`config.mk`:
```
export PLATFORM = sky130hd
export DESIGN_NAME = motor_speed_pid_loop
export DESIGN_NICKNAME = d
export VERILOG_FILES = /design/src/hw/rtl/mspl_pkg.sv /design/src/hw/rtl/mspl_mul.sv /design/src/hw/rtl/mspl_div.sv /design/src/hw/rtl/motor_speed_pid_loop.sv
export VERILOG_INCLUDE_DIRS = /design/src /design/src/hw/rtl
export SDC_FILE = /design/constraint.sdc
export NUM_CORES = 2
export LEC_CHECK = 0
export BUFFER_PORTS_ARGS = -buffer_cell sky130_fd_sc_hd__buf_2
export CAP_MARGIN = 25
export CORE_ASPECT_RATIO = 0.9
export CORE_UTILIZATION = 65
export CTS_CLUSTER_SIZE = 16
export DETAILED_ROUTE_END_ITERATION = 8
export PLACE_DENSITY = 0.84
export SYNTH_ARGS = -nofsm -noshare
export SYNTH_HDL_FRONTEND = slang
export SYNTH_HIERARCHICAL = 1
export SYNTH_SLANG_ARGS = --single-unit
export TNS_END_PERCENT = 5
```
`constraint.sdc`:
```
create_clock -name clk -period 10.9 [get_ports clk]
set_input_delay 0.545 -clock clk [delete_from_list [all_inputs] [get_ports clk]]
set_output_delay 0.545 -clock clk [all_outputs]
set_load 0.05 [all_outputs]
```
`src/hw/rtl/motor_speed_pid_loop_assert.svh`:
```
// assertion macros for the motor speed pid loop
// relies on clk and rst_n being in scope where the macros are used
`ifndef MOTOR_SPEED_PID_LOOP_ASSERT_SVH
`define MOTOR_SPEED_PID_LOOP_ASSERT_SVH

// antecedent implies consequent in the same cycle
`define MSPL_ASSERT_IMP(label, ante, cons) \
  label: assert property (@(posedge clk) disable iff (!rst_n) (ante) |-> (cons)) \
    else $error("mspl assertion failed");

// antecedent implies consequent in the following cycle
`define MSPL_ASSERT_NXT(label, ante, cons) \
  label: assert property (@(posedge clk) disable iff (!rst_n) (ante) |=> (cons)) \
    else $error("mspl assertion failed");

`endif

```
`src/hw/rtl/mspl_pkg.sv`:
```
// shared types and constants for the motor speed pid loop
// no dependencies
`default_nettype none

package mspl_pkg;

  localparam int NUM_MOTORS = 2;
  localparam int CH_W = (NUM_MOTORS > 1) ? $clog2(NUM_MOTORS) : 1;

  // serial multiplier: signed multiplicand, unsigned multiplier
  localparam int MUL_A_W = 34;
  localparam int MUL_B_W = 24;
  localparam int MUL_P_W = MUL_A_W + MUL_B_W + 1;
  localparam int MUL_CNT_W = $clog2(MUL_B_W + 1);

  // serial divider: unsigned dividend and divisor
  localparam int DIV_N_W = 33;
  localparam int DIV_D_W = 13;
  localparam int DIV_CNT_W = $clog2(DIV_N_W + 1);

  localparam int U_W = 61;

  localparam logic [39:0] SPEED_LIM = 40'd1073741824;
  localparam logic [42:0] INTEG_LIM = 43'd54007488;
  localparam logic [U_W-1:0] SAT_MAG = U_W'(64'd7340032000);
  localparam logic [DIV_D_W-1:0] RPM_FULL = 13'd6800;
  localparam logic [16:0] PWM_FULL = 17'd65535;

  // configuration register indexes
  typedef enum logic [2:0] {
    REG_TARGET = 3'd0,
    REG_GAIN_P = 3'd1,
    REG_GAIN_I = 3'd2,
    REG_GAIN_D = 3'd3,
    REG_PERIOD = 3'd4
  } reg_idx_t;

  // sequencer states
  typedef enum logic [3:0] {
    ST_IDLE,
    ST_SPEED,
    ST_ERR,
    ST_MUL_INT,
    ST_DIV_DER,
    ST_MUL_P,
    ST_MUL_I,
    ST_MUL_D,
    ST_SCALE,
    ST_DIV_OUT,
    ST_OUT
  } state_t;

  // status of a serial arithmetic unit
  typedef struct packed {
    logic busy;
    logic done;
  } unit_st_t;

endpackage

`default_nettype wire

```
`src/hw/rtl/mspl_mul.sv`:
```
// bit-serial shift-add multiplier, one multiplier bit per cycle
// depends on mspl_pkg
`default_nettype none

module mspl_mul (
  input  wire logic                                   clk,
  input  wire logic                                   rst_n,
  input  wire logic                                   start,
  input  wire logic signed [mspl_pkg::MUL_A_W-1:0]    a,
  input  wire logic        [mspl_pkg::MUL_B_W-1:0]    b,
  output mspl_pkg::unit_st_t                          st,
  output logic signed      [mspl_pkg::MUL_P_W-1:0]    prod
);
  import mspl_pkg::*;

  logic signed [MUL_A_W:0]   a_r;
  logic signed [MUL_A_W:0]   hi_r;
  logic        [MUL_B_W-1:0] lo_r;
  logic [MUL_CNT_W-1:0]      cnt_r;
  logic                      busy_r;
  logic                      done_r;
  logic signed [MUL_A_W:0]   sum;

  // partial product add on the upper half
  assign sum = hi_r + (lo_r[0] ? a_r : '0);

  // control
  always_ff @(posedge clk) begin
    if (!rst_n) begin
      busy_r <= 1'b0;
      done_r <= 1'b0;
      cnt_r  <= '0;
    end else begin
      done_r <= 1'b0;
      if (start) begin
        busy_r <= 1'b1;
        cnt_r  <= '0;
      end else if (busy_r) begin
        cnt_r <= cnt_r + 1'b1;
        if (cnt_r == MUL_CNT_W'(MUL_B_W - 1)) begin
          busy_r <= 1'b0;
          done_r <= 1'b1;
        end
      end
    end
  end

  // datapath: shift right arithmetically after each add
  always_ff @(posedge clk) begin
    if (start) begin
      a_r  <= {a[MUL_A_W-1], a};
      hi_r <= '0;
      lo_r <= b;
    end else if (busy_r) begin
      hi_r <= {sum[MUL_A_W], sum[MUL_A_W:1]};
      lo_r <= {sum[0], lo_r[MUL_B_W-1:1]};
    end
  end

  assign st.busy = busy_r;
  assign st.done = done_r;
  assign prod    = {hi_r, lo_r};

endmodule

`default_nettype wire

```
`src/hw/rtl/mspl_div.sv`:
```
// bit-serial restoring divider, one quotient bit per cycle
// depends on mspl_pkg
`default_nettype none

module mspl_div (
  input  wire logic                          clk,
  input  wire logic                          rst_n,
  input  wire logic                          start,
  input  wire logic [mspl_pkg::DIV_N_W-1:0]  num,
  input  wire logic [mspl_pkg::DIV_D_W-1:0]  den,
  output mspl_pkg::unit_st_t                 st,
  output logic      [mspl_pkg::DIV_N_W-1:0]  quo
);
  import mspl_pkg::*;

  logic [DIV_D_W:0]   rem_r;
  logic [DIV_N_W-1:0] quo_r;
  logic [DIV_D_W-1:0] den_r;
  logic [DIV_CNT_W-1:0] cnt_r;
  logic               busy_r;
  logic               done_r;
  logic [DIV_D_W:0]   trial;
  logic               fits;

  // trial subtract of the shifted remainder
  assign trial = {rem_r[DIV_D_W-1:0], quo_r[DIV_N_W-1]};
  assign fits  = trial >= {1'b0, den_r};

  // control
  always_ff @(posedge clk) begin
    if (!rst_n) begin
      busy_r <= 1'b0;
      done_r <= 1'b0;
      cnt_r  <= '0;
    end else begin
      done_r <= 1'b0;
      if (start) begin
        busy_r <= 1'b1;
        cnt_r  <= '0;
      end else if (busy_r) begin
        cnt_r <= cnt_r + 1'b1;
        if (cnt_r == DIV_CNT_W'(DIV_N_W - 1)) begin
          busy_r <= 1'b0;
          done_r <= 1'b1;
        end
      end
    end
  end

  // datapath: dividend shifts out as quotient shifts in
  always_ff @(posedge clk) begin
    if (start) begin
      rem_r <= '0;
      quo_r <= num;
      den_r <= den;
    end else if (busy_r) begin
      rem_r <= fits ? (trial - {1'b0, den_r}) : trial;
      quo_r <= {quo_r[DIV_N_W-2:0], fits};
    end
  end

  assign st.busy = busy_r;
  assign st.done = done_r;
  assign quo     = quo_r;

endmodule

`default_nettype wire

```
`src/hw/rtl/motor_speed_pid_loop.sv`:
```
// motor speed pid loop: one drive command per encoder sample on a shared serial datapath.
// each sample runs four serial multiplies and two serial divides, one after another; the output
// divide is skipped when the command saturates. a new input beat is taken only in idle, after
// the last result has entered the output register; a finished result waits there while the
// next sample runs.
// synchronous active-low reset restores register defaults and clears per-motor state.
`default_nettype none

`include "motor_speed_pid_loop_assert.svh"

module motor_speed_pid_loop (
  input  wire logic        clk,
  input  wire logic        rst_n,
  // input stream
  input  wire logic        in_tvalid,
  output logic             in_tready,
  input  wire logic [31:0] in_tdata,   // [31:0] encoder_count
  input  wire logic [0:0]  in_tuser,   // [0] motor_select
  // result stream
  output logic             out_tvalid,
  input  wire logic        out_tready,
  output logic [23:0]      out_tdata,  // [16:0] drive_value, [23:17] zero
  output logic [1:0]       out_tuser,  // [0] motor_id, [1] drive_saturated
  // configuration writes
  input  wire logic        cfg_valid,
  output logic             cfg_ready,
  input  wire logic [2:0]  cfg_index,
  input  wire logic [23:0] cfg_data
);
  import mspl_pkg::*;

  // configuration registers
  logic signed [13:0] target_r;
  logic [23:0]        gain_p_r;
  logic [23:0]        gain_i_r;
  logic [23:0]        gain_d_r;
  logic [9:0]         period_r;

  // per-motor state
  logic signed [31:0] last_count_r [NUM_MOTORS];
  logic signed [27:0] integ_acc_r  [NUM_MOTORS];
  logic signed [31:0] last_err_r   [NUM_MOTORS];
  logic               dir_r        [NUM_MOTORS];

  // working registers
  state_t             state_r, state_nxt;
  logic [CH_W-1:0]    ch_r;
  logic signed [31:0] count_r;
  logic signed [31:0] speed_r;
  logic signed [31:0] err_r;
  logic signed [27:0] integ_base_r;
  logic signed [27:0] integ_r;
  logic               dneg_r;
  logic signed [MUL_A_W-1:0] deriv_r;
  logic signed [U_W-1:0] u_r;
  logic               uneg_r;
  logic [16:0]        q_r;
  logic               sat_r;

  logic               out_valid_r;
  logic               out_id_r;
  logic [16:0]        out_drive_r;
  logic               out_sat_r;

  // arithmetic unit hookup
  logic                      mul_start, div_start;
  logic signed [MUL_A_W-1:0] mul_a;
  logic [MUL_B_W-1:0]        mul_b;
  unit_st_t                  mul_st, div_st;
  logic signed [MUL_P_W-1:0] mul_prod;
  logic [DIV_N_W-1:0]        div_num;
  logic [DIV_D_W-1:0]        div_den;
  logic [DIV_N_W-1:0]        div_quo;

  mspl_mul u_mul (
    .clk   (clk),
    .rst_n (rst_n),
    .start (mul_start),
    .a     (mul_a),
    .b     (mul_b),
    .st    (mul_st),
    .prod  (mul_prod)
  );

  mspl_div u_div (
    .clk   (clk),
    .rst_n (rst_n),
    .start (div_start),
    .num   (div_num),
    .den   (div_den),
    .st    (div_st),
    .quo   (div_quo)
  );

  // datapath combinational values
  logic [9:0]         per_eff;
  logic signed [32:0] cdiff;
  logic signed [39:0] d40, spd75;
  logic signed [31:0] speed_c;
  logic signed [31:0] err_c;
  logic               tpos, tneg;
  logic signed [42:0] isum;
  logic signed [27:0] integ_c;
  logic signed [32:0] ediff;
  logic [DIV_N_W-1:0] emag;
  logic [U_W-1:0]     umag;
  logic [48:0]        scaled;
  logic signed [MUL_A_W-1:0] dq;

  assign per_eff = (period_r == 10'd0) ? 10'd1 : period_r;

  // speed in q.4: count change times 75, saturated
  assign cdiff = {count_r[31], count_r} - {last_count_r[ch_r][31], last_count_r[ch_r]};
  assign d40   = 40'(cdiff);
  assign spd75 = (d40 <<< 6) + (d40 <<< 3) + (d40 <<< 1) + d40;
  always_comb begin
    if (spd75 > $signed(SPEED_LIM)) begin
      speed_c = 32'sd1073741824;
    end else if (spd75 < -$signed(SPEED_LIM)) begin
      speed_c = -32'sd1073741824;
    end else begin
      speed_c = spd75[31:0];
    end
  end

  // error in q.4
  assign tpos  = !target_r[13] && (target_r != 14'sd0);
  assign tneg  = target_r[13];
  assign err_c = {{14{target_r[13]}}, target_r, 4'b0000} - speed_r;

  // integral with anti-windup clamp
  assign isum = 43'(integ_base_r) + mul_prod[42:0];
  always_comb begin
    if (isum > $signed(INTEG_LIM)) begin
      integ_c = 28'(INTEG_LIM);
    end else if (isum < -$signed(INTEG_LIM)) begin
      integ_c = -28'(INTEG_LIM);
    end else begin
      integ_c = isum[27:0];
    end
  end

  // derivative numerator magnitude
  assign ediff = 33'(err_r) - 33'(last_err_r[ch_r]);
  assign emag  = ediff[32] ? 33'(-ediff) : 33'(ediff);
  assign dq    = dneg_r ? -MUL_A_W'(div_quo) : MUL_A_W'(div_quo);

  // output scaling: mag * 65535 >> 20, then divide by 6800
  assign umag   = u_r[U_W-1] ? -u_r : u_r;
  assign scaled = {umag[32:0], 16'b0} - 49'(umag[32:0]);

  // operand selection for the shared units
  always_comb begin
    mul_a   = '0;
    mul_b   = '0;
    div_num = '0;
    div_den = '0;
    case (state_r)
      ST_ERR: begin
        mul_a = MUL_A_W'(err_c);
        mul_b = MUL_B_W'(per_eff);
      end
      ST_MUL_INT: begin
        div_num = emag;
        div_den = DIV_D_W'(per_eff);
      end
      ST_DIV_DER: begin
        mul_a = MUL_A_W'(err_r);
        mul_b = gain_p_r;
      end
      ST_MUL_P: begin
        mul_a = MUL_A_W'(integ_r);
        mul_b = gain_i_r;
      end
      ST_MUL_I: begin
        mul_a = deriv_r;
        mul_b = gain_d_r;
      end
      ST_SCALE: begin
        div_num = DIV_N_W'(scaled[48:20]);
        div_den = RPM_FULL;
      end
      default: begin
        mul_a = '0;
      end
    endcase
  end

  // sequencer next state and unit starts
  always_comb begin
    state_nxt = state_r;
    mul_start = 1'b0;
    div_start = 1'b0;
    case (state_r)
      ST_IDLE: begin
        if (in_tvalid) state_nxt = ST_SPEED;
      end
      ST_SPEED: begin
        state_nxt = ST_ERR;
      end
      ST_ERR: begin
        mul_start = 1'b1;
        state_nxt = ST_MUL_INT;
      end
      ST_MUL_INT: begin
        if (mul_st.done) begin
          div_start = 1'b1;
          state_nxt = ST_DIV_DER;
        end
      end
      ST_DIV_DER: begin
        if (div_st.done) begin
          mul_start = 1'b1;
          state_nxt = ST_MUL_P;
        end
      end
      ST_MUL_P: begin
        if (mul_st.done) begin
          mul_start = 1'b1;
          state_nxt = ST_MUL_I;
        end
      end
      ST_MUL_I: begin
        if (mul_st.done) begin
          mul_start = 1'b1;
          state_nxt = ST_MUL_D;
        end
      end
      ST_MUL_D: begin
        if (mul_st.done) state_nxt = ST_SCALE;
      end
      ST_SCALE: begin
        if (umag >= SAT_MAG) begin
          state_nxt = ST_OUT;
        end else begin
          div_start = 1'b1;
          state_nxt = ST_DIV_OUT;
        end
      end
      ST_DIV_OUT: begin
        if (div_st.done) state_nxt = ST_OUT;
      end
      ST_OUT: begin
        if (!out_valid_r || out_tready) state_nxt = ST_IDLE;
      end
      default: begin
        state_nxt = ST_IDLE;
      end
    endcase
  end

  // state register
  always_ff @(posedge clk) begin
    if (!rst_n) begin
      state_r <= ST_IDLE;
    end else begin
      state_r <= state_nxt;
    end
  end

  // configuration writes
  always_ff @(posedge clk) begin
    if (!rst_n) begin
      target_r <= 14'sd5000;
      gain_p_r <= 24'd65536;
      gain_i_r <= 24'd328;
      gain_d_r <= 24'd136315;
      period_r <= 10'd100;
    end else if (cfg_valid) begin
      case (cfg_index)
        REG_TARGET: target_r <= cfg_data[13:0];
        REG_GAIN_P: gain_p_r <= cfg_data;
        REG_GAIN_I: gain_i_r <= cfg_data;
        REG_GAIN_D: gain_d_r <= cfg_data;
        REG_PERIOD: period_r <= cfg_data[9:0];
        default: begin
        end
      endcase
    end
  end

  // per-motor state updates
  always_ff @(posedge clk) begin
    if (!rst_n) begin
      for (int k = 0; k < NUM_MOTORS; k++) begin
        last_count_r[k] <= '0;
        integ_acc_r[k]  <= '0;
        last_err_r[k]   <= '0;
        dir_r[k]        <= 1'b0;
      end
    end else begin
      case (state_r)
        ST_SPEED: last_count_r[ch_r] <= count_r;
        ST_ERR: begin
          if ((tpos && dir_r[ch_r]) || (tneg && !dir_r[ch_r])) begin
            dir_r[ch_r] <= tneg;
          end
        end
        ST_MUL_INT: begin
          if (mul_st.done) begin
            integ_acc_r[ch_r] <= integ_c;
            last_err_r[ch_r]  <= err_r;
          end
        end
        default: begin
        end
      endcase
    end
  end

  // working datapath registers
  always_ff @(posedge clk) begin
    case (state_r)
      ST_IDLE: begin
        ch_r    <= (NUM_MOTORS > 1) ? CH_W'(in_tuser[0]) : '0;
        count_r <= in_tdata;
      end
      ST_SPEED: speed_r <= speed_c;
      ST_ERR: begin
        err_r <= err_c;
        if ((tpos && dir_r[ch_r]) || (tneg && !dir_r[ch_r])) begin
          integ_base_r <= '0;
        end else begin
          integ_base_r <= integ_acc_r[ch_r];
        end
      end
      ST_MUL_INT: begin
        if (mul_st.done) begin
          integ_r <= integ_c;
          dneg_r  <= ediff[32];
        end
      end
      ST_DIV_DER: begin
        if (div_st.done) begin
          deriv_r <= dq;
          u_r     <= '0;
        end
      end
      ST_MUL_P, ST_MUL_I, ST_MUL_D: begin
        if (mul_st.done) u_r <= u_r + U_W'(mul_prod);
      end
      ST_SCALE: begin
        uneg_r <= u_r[U_W-1];
        q_r    <= PWM_FULL;
        sat_r  <= umag >= SAT_MAG;
      end
      ST_DIV_OUT: begin
        if (div_st.done) begin
          if (div_quo > DIV_N_W'(PWM_FULL)) begin
            q_r   <= PWM_FULL;
            sat_r <= 1'b1;
          end else begin
            q_r <= div_quo[16:0];
          end
        end
      end
      default: begin
      end
    endcase
  end

  // output register
  always_ff @(posedge clk) begin
    if (!rst_n) begin
      out_valid_r <= 1'b0;
    end else if (state_r == ST_OUT && (!out_valid_r || out_tready)) begin
      out_valid_r <= 1'b1;
    end else if (out_tready) begin
      out_valid_r <= 1'b0;
    end
  end

  always_ff @(posedge clk) begin
    if (state_r == ST_OUT && (!out_valid_r || out_tready)) begin
      out_id_r    <= ch_r[0];
      out_drive_r <= uneg_r ? -q_r : q_r;
      out_sat_r   <= sat_r;
    end
  end

  assign in_tready  = (state_r == ST_IDLE);
  assign cfg_ready  = 1'b1;
  assign out_tvalid = out_valid_r;
  assign out_tdata  = {7'b0, out_drive_r};
  assign out_tuser  = {out_sat_r, out_id_r};

  // a new result only appears when the sequencer hands one over
  `MSPL_ASSERT_NXT(a_out_from_seq, !out_valid_r && state_r != ST_OUT, !out_valid_r)
  // the two serial units never run at the same time
  `MSPL_ASSERT_IMP(a_units_exclusive, mul_st.busy, !div_st.busy)
  // a saturated command always has full magnitude
  `MSPL_ASSERT_IMP(a_sat_full, out_valid_r && out_sat_r,
                   out_drive_r == PWM_FULL || out_drive_r == -PWM_FULL)

endmodule

`default_nettype wire

```
==> flow_metrics.env <==
export IMPL_fp_coreArea_um2=79800
export IMPL_syn_to_final_growth_pct=6.80
export IMPL_path_common_cell="fa_1"
export IMPL_start_util=0.660
export IMPL_cts_max_path_buffers=3
export IMPL_fin_crit_sh=0.830
export IMPL_cp_start_kind="flop"
export IMPL_syn_area_per_cell_um2=9.47
export IMPL_met1_usage=0.489
export IMPL_grt_setup_unrepaired="false"
export IMPL_post_cts_buffers=0
export IMPL_clkSinkCount=741
export IMPL_fp_dieW_um=302
export IMPL_cts_made_buffers=79
export IMPL_vias=44200
export IMPL_hold_buffers=0
export IMPL_dr_pass1_iters=6
export IMPL_outcome="finished clean"
export IMPL_cts_clk_slew_worst_paths_ns=0.06
export IMPL_die_h_um=272
export IMPL_wl_um=151000
export IMPL_h_tree_depth=3
export IMPL_setup_tns_final_ns=0
export IMPL_grt_max_degree=75
export IMPL_cpPeakStageDelay_ns=0.71
export IMPL_grt_pass1_vias=41700
export IMPL_place_congestion=1.01
export IMPL_groute_layer_met2_usage=0.552
export IMPL_min_path_type="input pin to flop"
export IMPL_dieArea_um2=82200
export IMPL_max_freq_mhz=111
export IMPL_drc_errors=0
export IMPL_gr_usage_met3=0.0665
export IMPL_yosysWarnings=6
export IMPL_drtIter0Drc=5092
export IMPL_layout_drive_gt1_share=0.0777
export IMPL_grt_busiest_layer="met2"
export IMPL_syn_inst=5567
export IMPL_pre_cts_slack_ns=2.00
export IMPL_period_needed_ns=9.05
export IMPL_grt_overflow_total=0
export IMPL_hold_viol=0
export IMPL_num_rows=98
export IMPL_nets=5962
export IMPL_cp_max_fo=33
export IMPL_critPathCaptureType="flop"
export IMPL_final_common_cell="edfxtp_1"
export IMPL_cts_tree="built"
export IMPL_layout_common_cells="edfxtp_1, nand2_1, nor2_1"
export IMPL_grt_usage=0.361
export IMPL_n_fill_cell=5972
export IMPL_drt_antenna_violating_nets=0
export IMPL_finalSetupViolCount=0
export IMPL_routed_via_density=6.67
export IMPL_clkLatencyLatePin_ns=0.67
export IMPL_timing_final_ws_setup_ns=1.85
export IMPL_slew_limit_headroom=0.296
export IMPL_cp_data_required_time_ns=11.40
export IMPL_dpl_hpwl_um=112000
export IMPL_post_cts_resize_count=0
export IMPL_portBuffers=85
export IMPL_boundaryPins=94
export IMPL_antenna_found_initial=7
export IMPL_worstSetupPathType="flop to flop"
export IMPL_avgRoutedWirePerCell_um=22.7
export IMPL_grt_pass1_wl_um=232000
export IMPL_slew_viol_final=0
export IMPL_cap_violations=0
export IMPL_antenna_cells=0
export IMPL_worstPathArrival_ns=9.55
export IMPL_syn_area_um2=52700
export IMPL_cts_root_buf="clkbuf_16"
export IMPL_finClkSkew_ns=0.0481
export IMPL_worst_slew_pin_slew_ns=1.05
export IMPL_cp_slowest_cell="dfxtp_4"
[path summary, 6_finish.rpt]
path	from	endpoint	slack, ns	depth (start not counted)
worst max-delay path	flop	speed_r[13]$_SDFFCE_PP0N_	1.85	30
worst min register to register	gain_p_r[1]$_SDFFE_PN0P_	gain_p_r[1]$_SDFFE_PN0P_	0.46	2
worst max register to register	flop	speed_r[13]$_SDFFCE_PP0N_	1.85	30
worst min-delay path	in_tdata[7]	count_r[7]$_DFFE_PP_	0.05	1
[area by class of cell]
cell class,instances,area [µm²],share of cell area
repair buffers,139,905,0.0161
clock buffers,100,2150,0.0382
flip-flops and latches,741,20600,0.366
well taps,1050,1310,0.0233
clock inverters,44,438,0.00778
multi-input cells,4298,29900,0.531
inverters,261,981,0.0174
[registers in the layout (all words and copies together), names as in the netlist, 10 cells and up, named ones only]
| name | count |
|---|---|
| last_count_r | 64 |
| last_err_r | 64 |
| u_r | 61 |
| integ_acc_r | 56 |
| deriv_r | 34 |
| u_mul/a_r | 34 |
| u_mul/hi_r | 34 |
| u_div/quo | 33 |
| count_r | 32 |
| err_r | 32 |
| speed_r | 32 |
| integ_base_r | 28 |
| integ_r | 28 |
| gain_d_r | 24 |
| gain_i_r | 24 |
| gain_p_r | 24 |
| u_mul/lo_r | 24 |
| out_drive_r | 17 |
| q_r | 17 |
| target_r | 14 |
| u_div/den_r | 13 |
| u_div/rem_r | 13 |
| period_r | 10 |
[critical path: cells and delay by family (launching register included)]
kind                       cells  cell delay, ns
AOI/OAI and AO/OA             15            3.77
adders and majority gates      5            2.02
and+or+nand+nor                5            1.19
DFF                            1            0.71
buffers and inverters          3            0.44
muxes                          1            0.40
xor gates and xnor gates       1            0.35
[per-layer routing]
metal  wire, µm  vias to the layer above
li1           -                    20500
met1      60400                    21000
met2      66100                     2304
met3      15500                      442
met4       8600                        6
met5         44                        -
[metrics by stage]
step                      utilization  cell area (µm²)  cells  hold slack [ns]
after global placement          0.671            53600   6482            0.450
after detailed placement        0.672            53600   6486            0.456
final                           0.705            56300   6633           0.0500
after global routing            0.705            56300   6633           0.0390
after floorplan                     -            52700   5575            0.400
after CTS                       0.704            56200   6630           0.0270
Power is left out: the tool's default activity adds up to more than one toggle a clock period on the data nets, which glitch-free logic cannot reach.
